<file path="src/sv/clc_pkg.sv">
// Types, codes and the transition decoder of the coherence line controller.
// No dependencies; used by every other file of the block.
`default_nettype none
package clc_pkg;

  localparam logic [2:0] ST_I  = 3'd0;
  localparam logic [2:0] ST_M  = 3'd1;
  localparam logic [2:0] ST_S  = 3'd2;
  localparam logic [2:0] ST_E  = 3'd3;
  localparam logic [2:0] ST_IM = 3'd4;
  localparam logic [2:0] ST_IS = 3'd5;
  localparam logic [2:0] ST_IE = 3'd6;

  localparam logic [1:0] BUS_RD     = 2'd0;
  localparam logic [1:0] BUS_WR     = 2'd1;
  localparam logic [1:0] BUS_DATA   = 2'd2;
  localparam logic [1:0] BUS_SHARED = 2'd3;

  localparam logic [1:0] ACT_NONE = 2'd0;
  localparam logic [1:0] ACT_INV  = 2'd1;
  localparam logic [1:0] ACT_RECV = 2'd2;

  localparam logic [1:0] MODE_MI   = 2'd0;
  localparam logic [1:0] MODE_MSI  = 2'd1;
  localparam logic [1:0] MODE_MESI = 2'd2;
  localparam logic [1:0] MODE_RSVD = 2'd3;

  localparam logic OP_PROC  = 1'b0;
  localparam logic OP_SNOOP = 1'b1;

  localparam int AddrWidth = 64;
  localparam int ProcWidth = 4;

  typedef struct packed {
    logic [2:0]           next_state;
    logic                 permission;
    logic [1:0]           line_action;
    logic                 bad_state;
    logic [1:0]           nmsg;
    logic [1:0]           kind0;
    logic [1:0]           kind1;
    logic [AddrWidth-1:0] addr;
    logic [ProcWidth-1:0] proc;
  } clc_entry_t;

  function automatic clc_entry_t clc_decide(logic [1:0] mode_raw, logic op, logic wr,
                                            logic [1:0] kind, logic [2:0] st);
    clc_entry_t e;
    logic [1:0] m;
    logic       sup;
    logic       reply;
    m     = (mode_raw == MODE_RSVD) ? MODE_MESI : mode_raw;
    reply = (kind == BUS_DATA) || (kind == BUS_SHARED);
    e     = '0;
    e.next_state = st;
    unique case (st)
      ST_I, ST_M, ST_IM: sup = 1'b1;
      ST_S:              sup = (m != MODE_MI);
      ST_IS:             sup = (m == MODE_MSI);
      ST_E, ST_IE:       sup = (m == MODE_MESI);
      default:           sup = 1'b0;
    endcase
    if (!sup) begin
      e.bad_state  = 1'b1;
      e.next_state = ST_I;
    end else if (op == OP_PROC) begin
      unique case (st)
        ST_I: begin
          e.nmsg = 2'd1;
          if (m == MODE_MI || wr) begin
            e.kind0      = BUS_WR;
            e.next_state = ST_IM;
          end else begin
            e.kind0      = BUS_RD;
            e.next_state = (m == MODE_MSI) ? ST_IS : ST_IE;
          end
        end
        ST_M: e.permission = 1'b1;
        ST_S: begin
          if (wr) begin
            e.nmsg       = 2'd1;
            e.kind0      = BUS_WR;
            e.next_state = ST_IM;
          end else begin
            e.permission = 1'b1;
          end
        end
        ST_E: begin
          e.permission = 1'b1;
          if (wr) e.next_state = ST_M;
        end
        default: ;
      endcase
    end else begin
      unique case (st)
        ST_M: begin
          if (m == MODE_MI || kind == BUS_WR) begin
            e.nmsg        = 2'd1;
            e.kind0       = BUS_DATA;
            e.line_action = ACT_INV;
            e.next_state  = ST_I;
          end else if (kind == BUS_RD) begin
            e.kind0      = BUS_DATA;
            e.kind1      = BUS_SHARED;
            e.nmsg       = (m == MODE_MSI) ? 2'd1 : 2'd2;
            e.next_state = ST_S;
          end
        end
        ST_IM: begin
          if (reply) begin
            e.line_action = ACT_RECV;
            e.next_state  = ST_M;
          end
        end
        ST_IS: begin
          if (reply) begin
            e.line_action = ACT_RECV;
            e.next_state  = ST_S;
          end
        end
        ST_IE: begin
          if (kind == BUS_SHARED) begin
            e.line_action = ACT_RECV;
            e.next_state  = ST_S;
          end else if (kind == BUS_DATA) begin
            e.line_action = ACT_RECV;
            e.next_state  = ST_E;
          end
        end
        ST_S, ST_E: begin
          if (kind == BUS_WR) begin
            e.line_action = ACT_INV;
            e.next_state  = ST_I;
          end else if (kind == BUS_RD) begin
            e.kind0      = BUS_SHARED;
            e.nmsg       = (m == MODE_MSI) ? 2'd0 : 2'd1;
            e.next_state = ST_S;
          end
        end
        default: ;
      endcase
    end
    return e;
  endfunction

endpackage
`default_nettype wire

</file>
<file path="src/sv/clc_if.sv">
// Channel interfaces of the coherence line controller: request, result, mode write.
// Depends on clc_pkg for field widths.
`default_nettype none
interface clc_req_if import clc_pkg::*; ();
  logic                 valid;
  logic                 ready;
  logic                 op;
  logic                 is_write;
  logic [1:0]           bus_kind;
  logic [2:0]           line_state;
  logic [AddrWidth-1:0] line_addr;
  logic [ProcWidth-1:0] requester;
  modport source (output valid, op, is_write, bus_kind, line_state, line_addr, requester,
                  input ready);
  modport sink (input valid, op, is_write, bus_kind, line_state, line_addr, requester,
                output ready);
endinterface

interface clc_rsp_if import clc_pkg::*; ();
  logic                 valid;
  logic                 ready;
  logic [2:0]           next_state;
  logic                 permission;
  logic [1:0]           line_action;
  logic                 msg_valid;
  logic [1:0]           msg_kind;
  logic [AddrWidth-1:0] msg_addr;
  logic [ProcWidth-1:0] msg_proc;
  logic                 bad_state;
  logic                 last;
  modport source (output valid, next_state, permission, line_action, msg_valid, msg_kind,
                  msg_addr, msg_proc, bad_state, last, input ready);
  modport sink (input valid, next_state, permission, line_action, msg_valid, msg_kind,
                msg_addr, msg_proc, bad_state, last, output ready);
endinterface

interface clc_cfg_if ();
  logic       valid;
  logic       ready;
  logic [1:0] protocol_mode;
  modport source (output valid, protocol_mode, input ready);
  modport sink (input valid, protocol_mode, output ready);
endinterface
`default_nettype wire

</file>
<file path="src/sv/clc_front.sv">
// Front end: holds the mode register, accepts transactions and decodes the transition.
// Depends on clc_pkg and clc_if.
`default_nettype none
module clc_front import clc_pkg::*; (
  input  wire logic   clk_i,
  input  wire logic   rst_ni,
  clc_req_if.sink     req,
  clc_cfg_if.sink     cfg,
  input  wire logic   q_ready_i,
  output logic        q_push_o,
  output clc_entry_t  q_entry_o
);

  logic [1:0] mode_q;
  logic [1:0] mode_d;
  clc_entry_t dec;

  assign cfg.ready = 1'b1;
  assign mode_d    = (cfg.valid) ? cfg.protocol_mode : mode_q;

  always_ff @(posedge clk_i or negedge rst_ni) begin
    if (!rst_ni) begin
      mode_q <= MODE_MESI;
    end else begin
      mode_q <= mode_d;
    end
  end

  always_comb begin
    dec      = clc_decide(mode_q, req.op, req.is_write, req.bus_kind, req.line_state);
    dec.addr = req.line_addr;
    dec.proc = req.requester;
  end

  assign req.ready = q_ready_i;
  assign q_push_o  = req.valid && q_ready_i;
  assign q_entry_o = dec;

endmodule
`default_nettype wire

</file>
<file path="src/sv/clc_queue.sv">
// Short queue of decoded transitions between front and back end.
// Depends on clc_pkg.
`default_nettype none
module clc_queue import clc_pkg::*; #(
  parameter int Depth = 2
) (
  input  wire logic        clk_i,
  input  wire logic        rst_ni,
  input  wire logic        push_i,
  input  wire clc_entry_t  entry_i,
  output logic             ready_o,
  input  wire logic        pop_i,
  output logic             valid_o,
  output clc_entry_t       entry_o
);

  localparam int AW = $clog2(Depth);
  localparam int CW = $clog2(Depth + 1);

  clc_entry_t      mem_q [Depth];
  logic [AW-1:0]   wr_q, wr_d, rd_q, rd_d;
  logic [CW-1:0]   cnt_q, cnt_d;

  assign ready_o = (cnt_q != CW'(Depth));
  assign valid_o = (cnt_q != '0);
  assign entry_o = mem_q[rd_q];

  always_comb begin
    wr_d  = wr_q;
    rd_d  = rd_q;
    cnt_d = cnt_q;
    if (push_i) wr_d = (wr_q == AW'(Depth - 1)) ? '0 : wr_q + 1'b1;
    if (pop_i)  rd_d = (rd_q == AW'(Depth - 1)) ? '0 : rd_q + 1'b1;
    if (push_i && !pop_i) cnt_d = cnt_q + 1'b1;
    else if (!push_i && pop_i) cnt_d = cnt_q - 1'b1;
  end

  always_ff @(posedge clk_i or negedge rst_ni) begin
    if (!rst_ni) begin
      wr_q  <= '0;
      rd_q  <= '0;
      cnt_q <= '0;
    end else begin
      wr_q  <= wr_d;
      rd_q  <= rd_d;
      cnt_q <= cnt_d;
    end
  end

  always_ff @(posedge clk_i) begin
    if (push_i) mem_q[wr_q] <= entry_i;
  end

endmodule
`default_nettype wire

</file>
<file path="src/sv/clc_back.sv">
// Back end: holds one decoded transition and sends its one or two result transactions.
// Depends on clc_pkg and clc_if.
`default_nettype none
module clc_back import clc_pkg::*; (
  input  wire logic        clk_i,
  input  wire logic        rst_ni,
  input  wire logic        q_valid_i,
  input  wire clc_entry_t  q_entry_i,
  output logic             q_pop_o,
  clc_rsp_if.source        rsp
);

  clc_entry_t cur_q;
  logic       busy_q;
  logic       idx_q;
  logic       has_msg;
  logic       is_last;
  logic       fire;
  logic       done;

  assign has_msg = idx_q ? (cur_q.nmsg == 2'd2) : (cur_q.nmsg != 2'd0);
  assign is_last = idx_q || (cur_q.nmsg != 2'd2);
  assign fire    = busy_q && rsp.ready;
  assign done    = fire && is_last;
  assign q_pop_o = q_valid_i && (!busy_q || done);

  always_ff @(posedge clk_i or negedge rst_ni) begin
    if (!rst_ni) begin
      busy_q <= 1'b0;
      idx_q  <= 1'b0;
    end else if (q_pop_o) begin
      busy_q <= 1'b1;
      idx_q  <= 1'b0;
    end else if (done) begin
      busy_q <= 1'b0;
    end else if (fire) begin
      idx_q  <= 1'b1;
    end
  end

  always_ff @(posedge clk_i) begin
    if (q_pop_o) cur_q <= q_entry_i;
  end

  assign rsp.valid       = busy_q;
  assign rsp.next_state  = cur_q.next_state;
  assign rsp.permission  = cur_q.permission;
  assign rsp.line_action = cur_q.line_action;
  assign rsp.bad_state   = cur_q.bad_state;
  assign rsp.msg_valid   = has_msg;
  assign rsp.msg_kind    = has_msg ? (idx_q ? cur_q.kind1 : cur_q.kind0) : BUS_RD;
  assign rsp.msg_addr    = has_msg ? cur_q.addr : '0;
  assign rsp.msg_proc    = has_msg ? cur_q.proc : '0;
  assign rsp.last        = is_last;

endmodule
`default_nettype wire

</file>
<file path="src/sv/coherence_line_controller.sv">
// Coherence line controller top level: front end, transition queue, back end.
// Depends on clc_pkg, clc_if, clc_front, clc_queue and clc_back.
//
// Channels: req takes one processor access or snooped bus message with the
// line's present state; rsp gives one result transaction per bus message to
// send (at least one), the final one flagged by last; cfg writes the protocol
// mode (MI, MSI, MESI) and is always ready.
// Path: an accepted request is written into the queue, then moved into the
// back end's register cur_q once that is free; the results are driven from it.
// Throughput: one request per cycle while rsp.ready is high and each gives
// one result; a two-message request holds the result port for both. The queue of
// QueueDepth decoded transitions absorbs that and short receiver stalls.
// Reset: mode is MESI, queue and output stage are empty.
// When the receiver stalls, the pending result holds and the queue fills;
// req.ready drops once the queue is full.
`default_nettype none
module coherence_line_controller import clc_pkg::*; #(
  parameter int QueueDepth = 2
) (
  input  wire logic clk_i,
  input  wire logic rst_ni,
  clc_req_if.sink   req,
  clc_rsp_if.source rsp,
  clc_cfg_if.sink   cfg
);

  logic       q_push;
  logic       q_ready;
  logic       q_pop;
  logic       q_valid;
  clc_entry_t q_in;
  clc_entry_t q_out;

  clc_front u_front (
    .clk_i     (clk_i),
    .rst_ni    (rst_ni),
    .req       (req),
    .cfg       (cfg),
    .q_ready_i (q_ready),
    .q_push_o  (q_push),
    .q_entry_o (q_in)
  );

  clc_queue #(.Depth(QueueDepth)) u_queue (
    .clk_i   (clk_i),
    .rst_ni  (rst_ni),
    .push_i  (q_push),
    .entry_i (q_in),
    .ready_o (q_ready),
    .pop_i   (q_pop),
    .valid_o (q_valid),
    .entry_o (q_out)
  );

  clc_back u_back (
    .clk_i     (clk_i),
    .rst_ni    (rst_ni),
    .q_valid_i (q_valid),
    .q_entry_i (q_out),
    .q_pop_o   (q_pop),
    .rsp       (rsp)
  );

endmodule
`default_nettype wire

</file>
<file path="src/flat_wrapper.sv">
// flat-port wrapper written by rule: the top's interface ports become plain ports
module coherence_line_controller_flat import clc_pkg::*;
#(
  parameter int QueueDepth = 2
)
  (clk_i, rst_ni, req_valid, req_op, req_is_write, req_bus_kind, req_line_state, req_line_addr, req_requester, req_ready, rsp_valid, rsp_next_state, rsp_permission, rsp_line_action, rsp_msg_valid, rsp_msg_kind, rsp_msg_addr, rsp_msg_proc, rsp_bad_state, rsp_last, rsp_ready, cfg_valid, cfg_protocol_mode, cfg_ready);
  clc_req_if req_i ();
  clc_rsp_if rsp_i ();
  clc_cfg_if cfg_i ();
  input  wire logic clk_i;
  input  wire logic rst_ni;
  input wire logic [$bits(req_i.valid)-1:0] req_valid;
  input wire logic [$bits(req_i.op)-1:0] req_op;
  input wire logic [$bits(req_i.is_write)-1:0] req_is_write;
  input wire logic [$bits(req_i.bus_kind)-1:0] req_bus_kind;
  input wire logic [$bits(req_i.line_state)-1:0] req_line_state;
  input wire logic [$bits(req_i.line_addr)-1:0] req_line_addr;
  input wire logic [$bits(req_i.requester)-1:0] req_requester;
  output wire logic [$bits(req_i.ready)-1:0] req_ready;
  output wire logic [$bits(rsp_i.valid)-1:0] rsp_valid;
  output wire logic [$bits(rsp_i.next_state)-1:0] rsp_next_state;
  output wire logic [$bits(rsp_i.permission)-1:0] rsp_permission;
  output wire logic [$bits(rsp_i.line_action)-1:0] rsp_line_action;
  output wire logic [$bits(rsp_i.msg_valid)-1:0] rsp_msg_valid;
  output wire logic [$bits(rsp_i.msg_kind)-1:0] rsp_msg_kind;
  output wire logic [$bits(rsp_i.msg_addr)-1:0] rsp_msg_addr;
  output wire logic [$bits(rsp_i.msg_proc)-1:0] rsp_msg_proc;
  output wire logic [$bits(rsp_i.bad_state)-1:0] rsp_bad_state;
  output wire logic [$bits(rsp_i.last)-1:0] rsp_last;
  input wire logic [$bits(rsp_i.ready)-1:0] rsp_ready;
  input wire logic [$bits(cfg_i.valid)-1:0] cfg_valid;
  input wire logic [$bits(cfg_i.protocol_mode)-1:0] cfg_protocol_mode;
  output wire logic [$bits(cfg_i.ready)-1:0] cfg_ready;
  assign req_i.valid = req_valid;
  assign req_i.op = req_op;
  assign req_i.is_write = req_is_write;
  assign req_i.bus_kind = req_bus_kind;
  assign req_i.line_state = req_line_state;
  assign req_i.line_addr = req_line_addr;
  assign req_i.requester = req_requester;
  assign req_ready = req_i.ready;
  assign rsp_valid = rsp_i.valid;
  assign rsp_next_state = rsp_i.next_state;
  assign rsp_permission = rsp_i.permission;
  assign rsp_line_action = rsp_i.line_action;
  assign rsp_msg_valid = rsp_i.msg_valid;
  assign rsp_msg_kind = rsp_i.msg_kind;
  assign rsp_msg_addr = rsp_i.msg_addr;
  assign rsp_msg_proc = rsp_i.msg_proc;
  assign rsp_bad_state = rsp_i.bad_state;
  assign rsp_last = rsp_i.last;
  assign rsp_i.ready = rsp_ready;
  assign cfg_i.valid = cfg_valid;
  assign cfg_i.protocol_mode = cfg_protocol_mode;
  assign cfg_ready = cfg_i.ready;
  coherence_line_controller #(.QueueDepth(QueueDepth)) u_core (.clk_i(clk_i), .rst_ni(rst_ni), .req(req_i), .rsp(rsp_i), .cfg(cfg_i));
endmodule
</file>
<file path="config.mk">
export PLATFORM = sky130hd
export DESIGN_NAME = coherence_line_controller_flat
export DESIGN_NICKNAME = d
export VERILOG_FILES = /design/src/sv/clc_pkg.sv /design/src/sv/clc_if.sv /design/src/sv/clc_front.sv /design/src/sv/clc_queue.sv /design/src/sv/clc_back.sv /design/src/sv/coherence_line_controller.sv /design/src/flat_wrapper.sv
export SDC_FILE = /design/constraint.sdc
export NUM_CORES = 1
export LEC_CHECK = 0
export BUFFER_PORTS_ARGS = -buffer_cell sky130_fd_sc_hd__buf_4
export CAP_MARGIN = 20
export CORE_MARGIN = 2
export CORE_UTILIZATION = 52
export CTS_BUF_LIST = sky130_fd_sc_hd__clkbuf_4
export DETAILED_ROUTE_END_ITERATION = 12
export GPL_TIMING_DRIVEN = 0
export PLACE_DENSITY = 0.89
export SETUP_SLACK_MARGIN = 0.15
export SYNTH_ARGS = -nofsm -noshare
export SYNTH_HDL_FRONTEND = slang
export SYNTH_SLANG_ARGS = --single-unit
</file>
<file path="constraint.sdc">
create_clock -name clk_i -period 5.7 [get_ports clk_i]
set_input_delay 0.57 -clock clk_i [delete_from_list [all_inputs] [get_ports clk_i]]
set_output_delay 0.57 -clock clk_i [all_outputs]
set_load 0.01 [all_outputs]
</file>
# == Yosys cells after proc, flatten, opt, wreduce, memory -nomap -nowiden ==
# Memory sizes are Yosys's and may differ from the RTL's. A register that Yosys moved wholly into a read port is not among the register bits.
# Index checks and enable logic that the tools add are counted.
# totals
n_memories,1
output_inout_bits,82
ram_bits,162
register_bits,8
# classes
n_reduce_logical,29
add_sub_neg,4
eq_ne,16
n_mux,60
# memory_table
memory,words,width,read_ports,rd_ports_with_merged_regs,write_ports,line_no,rtl
u_core.u_queue.mem_q,2,81,1,1,1,clc_queue.sv:20,clc_entry_t mem_q [Depth];
# ops
operator,n
2-to-1 mux 64 bit,1
2-to-1 mux 3 bit,15
2-to-1 mux 2 bit,15
2-to-1 mux 1 bit,17
case mux 3 bit (5 select lines),1
2-to-1 mux 4 bit,3
2-to-1 mux 6 bit,2
nonzero test 2 bit,6
== test 2 bit (second input constant),5
== test 3 bit (second input constant),3
case mux 3 bit (3 select lines),1
case mux 2 bit (4 select lines),1
case mux 4 bit (2 select lines),1
OR reduction 2 bit,4
== test 3 x 2 -> 1 bit (second input constant),2
logical AND 1 bit,6
case mux 3 bit (2 select lines),1
logical OR 1 bit,5
== test 2 x 1 -> 1 bit (second input constant),2
zero test 2 bit,2
inequality test 2 bit (second input constant),2
case mux 1 bit (4 select lines),1
== test 3 x 1 -> 1 bit (second input constant),1
zero test 1 bit,3
8 further kinds,9

# == Depth between registers and ports, before layout ==
# depth
ltp_word,9
ltp_mapped,8
ltp_nobuf,8

# == By module ==
# A second synthesis with hierarchy kept.
# unflattened
cells_unflattened,600
hier_area_um2,10603.9
# modules_own_cells
module,seq_area_each_um2,cells_each,area_each_um2,n_inst
clc_queue,4964.8,268,6433.7,1
clc_back,2482.4,179,3088.0,1
clc_front,51.3,153,1082.3,1

# == Worst setup path after synthesis ==
# OpenSTA, ideal clock, no wires.
# synth_timing
kind,register to register
startpoint,register u_core.u_back.cur_q[73] (netlist name)
endpoint,register u_core.u_queue.cnt_q[1]
arrival_time_ns,5.615
setup_time_ns,0.079
slack_ns,0.005
period_less_slack_ns,5.695
stages_incl_launch_ff,9
path_cell_list,edfxtp_1 > or3b_2 > nand2_1 > a21oi_1 > inv_1 > ha_1 > xor2_1 > nor2_1 > xor2_1
# synth_between
elab_chain_cells,8
elab_cells_between_ends,10
classes_between,eq/ne (1); mux (1); reduce/logical (8)
# synth_rtl
element,line_no,rtl
inequality test 2 bit *,clc_back.sv:22,assign is_last = idx_q || (cur_q.nmsg != 2'd2);
logical OR 1 bit *,clc_back.sv:22,
named net rsp_last,flat_wrapper.sv:29,output wire logic [$bits(rsp_i.last)-1:0] rsp_last;
logical AND 1 bit *,clc_back.sv:24,assign done = fire && is_last;
logical OR 1 bit *,clc_back.sv:25,assign q_pop_o = q_valid_i && (!busy_q || done);
logical AND 1 bit *,clc_back.sv:25,
named net u_core.q_pop,coherence_line_controller.sv:29,logic q_pop;
zero test 1 bit,clc_queue.sv:34,if (push_i && !pop_i) cnt_d = cnt_q + 1'b1;
logical AND 1 bit,clc_queue.sv:34,
2-to-1 mux 2 bit / nonzero test 2 bit (equally long branches),n/a,
to (signal assigned),clc_queue.sv:46,cnt_q <= cnt_d;
to (decl),clc_queue.sv:22,"logic [CW-1:0] cnt_q, cnt_d;"
# Mark *: on every way through the listed nets, which the timed path passes. The rest lies on a longest branch.
# A chain may end at the register's enable or synchronous reset.

# == Final worst setup path ==
# layout_timing
startpoint,register u_core.u_back.idx_q
endpoint,output rsp_msg_addr[50]
# layout_between
elab_chain_cells,2
# layout_rtl
element,line_no,rtl
from (decl),clc_back.sv:15,logic idx_q;
from (signal assigned),clc_back.sv:30,idx_q <= 1'b0;
from (signal assigned),clc_back.sv:33,idx_q <= 1'b0;
from (signal assigned),clc_back.sv:37,idx_q <= 1'b1;
2-to-1 mux 1 bit,clc_back.sv:21,assign has_msg = idx_q ? (cur_q.nmsg == 2'd2) : (cur_q.nmsg != 2'd0);
2-to-1 mux 64 bit,clc_back.sv:52,assign rsp.msg_addr = has_msg ? cur_q.addr : '0;
to (decl),flat_wrapper.sv:26,output wire logic [$bits(rsp_i.msg_addr)-1:0] rsp_msg_addr;
# Every way passes these cells.

==> results.cfg <==
[yosys]
synth-seq-cells = 248
synth.distinct_cells = 40
netlist_area_um2 = 9448
synth_area_per_cell_um2 = 18.49
synthFlopType = edfxtp_1
synth_edf_count = 240
yosys_warnings = 0
synth_top_area_share_pct = 76.28
syn_nets = 594
synth.most_common_cell = edfxtp_1
synthCells = 511
synth-seq-area-share_pct = 78.41
netlist_top_cells_area = edfxtp_1 (76%), mux2_2 (9.8%), and2_1 (4.5%), dfrtp_1 (1.9%), clkbuf_1 (0.64%)
yosysTopAreaCell = edfxtp_1
ys_top_cells_by_count = edfxtp_1 (240), mux2_2 (82), and2_1 (68), clkbuf_1 (16), nand2_1 (12)
synthArstFlopShare_pct = 3.226

[global_routing]
gr-usage-all-layers_pct = 18.03
antenna_found_initial = 0
grt_max_degree = 51
grt_pass1_vias = 5518
grt_pass1_wl_um = 27210
grt_overflow = 0

[clock_network]
cts_buffers = 61
htreeDepth = 2
cts.sinks = 248
clkLatencyLatePin_ns = 0.63
root_buffer = clkbuf_4
clk_pin_slew_worst_paths_ns = 0.06
cts_tree = built
post-cts-setup-buffer-count = 0
clk_path_buf_depth = 3

[hold_path]
min_path_type = input pin to flip-flop
holdCritStartpoint = req_line_addr[55]
worstHoldEndpoint = u_core.u_queue.mem_q[0][59]$_DFFE_PP_
min_delay_path_depth = 1

[worst_setup_path]
path_delay_family = buffers and inverters
critical_path_class = flip-flop to output pin
slowest_stage = mux2i_1
reg2reg_to = u_core.u_queue.cnt_q[1]$_DFFE_PN0P_
critPathArrivalTime_ns = 2.49
crit_path_end_kind = output pin
rr_worst_depth = 7
cp_slowest_stage_delay_ns = 0.49
cp_common_cell = buf_4
cp_num_buf_inv = 3
cp-start-kind = flip-flop
required_ns = 5.13
reg2reg_from = u_core.u_back.cur_q[73]$_DFFE_PP_
cp_max_fo = 10
r2r_setup_slack_ns = 3.42
crit_chain = mux2i_1 > buf_4 > clkbuf_1 > and2_1 > buf_4

[floorplan]
rows = 49
core_um2 = 17900
die-height_um = 138.8
fp.dieW_um = 138.8
die_area_um2 = 19260
pin_count = 164
start_util_pct = 52.77

[sta]
drv_slew = 0
worst_slew_pin_slew_ns = 0.8956
timing.hold.ws_ns = 0.1183
rsz0062_at_grt = false
finClkSkew_ns = 0.02307
min_period_ns = 3.056
post-route-period-util_pct = 53.61
finalHoldViolCount = 0
max_freq_mhz = 327.3
setup_viol = 0
relSlewSlack_pct = 40.15

[power_and_ir_drop]
ir_worst_vdd_uv = 283.3
cellLeakagePower_uw = 0.004442
power_uw = 6418
power.density_nw_per_um2 = 541.5

[finish]
antenna_cells = 0
drive_above_1_share_pct = 45.98
syn2layout_area_growth_pct = 25.45
nets = 824

[run]
max_cap_violations = 0

[drt]
drt-vias-per-instance = 5.132
route.detailed.wl_per_inst_um = 17.38
drc = 0
ant_nets = 0
drtIter0Drc = 300
wl_um = 17590
dr.pass1.iters = 5
vias = 5194

[placed_design]
dpl.hpwl_um = 11850
port_buffers = 159
gp_congestion = 0.8871

[status]
status = completed
==> what timing repair did <==
item	CTS	global route
gates resized for setup	0	0
hold buffers	1	0
hold endpoints to repair	8	0
==> per-layer routing <==
layer | vias up | GRT usage [%] | wire, µm
met5 | - | 0 | 0
met4 | 0 | 6.326 | 369
met3 | 41 | 5.490 | 1280
met2 | 220 | 32.77 | 9354
met1 | 2523 | 20.12 | 6580
li1 | 2410 | - | -
==> cells by family after synthesis <==
group | Yosys count | synth area share [%]
AOI/OAI and AO/OA | 29 | 2.013
xor gates and xnor gates | 5 | 0.4636
adders and majority gates | 1 | 0.1324
buffers and inverters | 33 | 1.986
DFF | 248 | 78.41
muxes | 83 | 9.880
other | 1 | 0.03969
and+or+nand+nor | 111 | 7.072
==> sequential cells by signal, indices dropped and copies added, names as in the netlist, 2 cells and up <==
name,cells
u_core.u_back.rsp.next_state,3
u_core.u_back.cur_q,73
u_core.u_back.rsp.line_action,2
u_core.u_front.mode_q,2
u_core.u_queue.cnt_q,2
u_core.u_queue.mem_q,160
==> layout by cell type (no fill, tap or decap), types with 2 or more instances in the layout <==
master	n
a211oi_2	2
a21boi_0	2
a21oi_1	10
and2_1	68
buf_12	2
buf_16	4
buf_4	167
buf_6	5
clkbuf_1	16
clkbuf_4	90
clkinv_1	14
dfrtp_1	7
edfxtp_1	240
inv_1	5
mux2_2	82
nand2_1	12
nand2b_1	7
nor2_1	8
nor3_1	2
nor3b_1	3
o211ai_1	2
o21ai_0	6
xnor2_1	2
xor2_1	3
==> area by class of cell <==
class / count / area (µm²)
plain buffers: 28 / 168.9
well taps: 229 / 286.5
clock buffers: 90 / 675.6
repair buffers: 167 / 1361
clock inverters: 15 / 57.56
inverters: 5 / 18.77
fillers: 1205 / 6050
multi-input cells: 230 / 1876
flip-flops and latches: 248 / 7408
==> worst max path at each step <==
stage                                             to  slack (ns)                                start  depth (start not counted)
4_1_cts                             rsp_msg_addr[50]        2.49      u_core.u_back.idx_q$_DFFE_PN0P_                          5
3_3_place_gp   u_core.u_queue.mem_q[0][34]$_DFFE_PP_       -0.66                            req_valid                          3
3_5_place_dp                        rsp_msg_addr[50]        3.22      u_core.u_back.idx_q$_DFFE_PN0P_                          5
5_1_grt                             rsp_msg_addr[50]        2.40      u_core.u_back.idx_q$_DFFE_PN0P_                          5
2_1_floorplan   u_core.u_queue.mem_q[0][0]$_DFFE_PP_        1.14  u_core.u_queue.cnt_q[0]$_DFFE_PN0P_                          3
6_report                            rsp_msg_addr[50]        2.64      u_core.u_back.idx_q$_DFFE_PN0P_                          5
==> report_power, final <==
part	leakage [µW]	total, µW	switching [µW]	internal, µW
Clock	0.000440	1350	635	715
Sequential	0.00235	2880	136	2740
Combinational	0.00165	2190	1120	1070
==> per-stage QoR <==
step | setup WS [ns] | std cells | TNS (ns) | instance area, µm² | utilization, %
after floorplan | 1.138 | 511 | 0 | 9452 | -
after global placement | -0.6560 | 899 | -52.05 | 10930 | 61.06
after detailed placement | 3.216 | 906 | 0 | 11110 | 62.06
after CTS | 2.490 | 1012 | 0 | 11850 | 66.21
after global routing | 2.405 | 1012 | 0 | 11850 | 66.21
final | 2.644 | 1012 | 0 | 11850 | 66.21
Note: power is estimated with default switching activity, not from simulation.
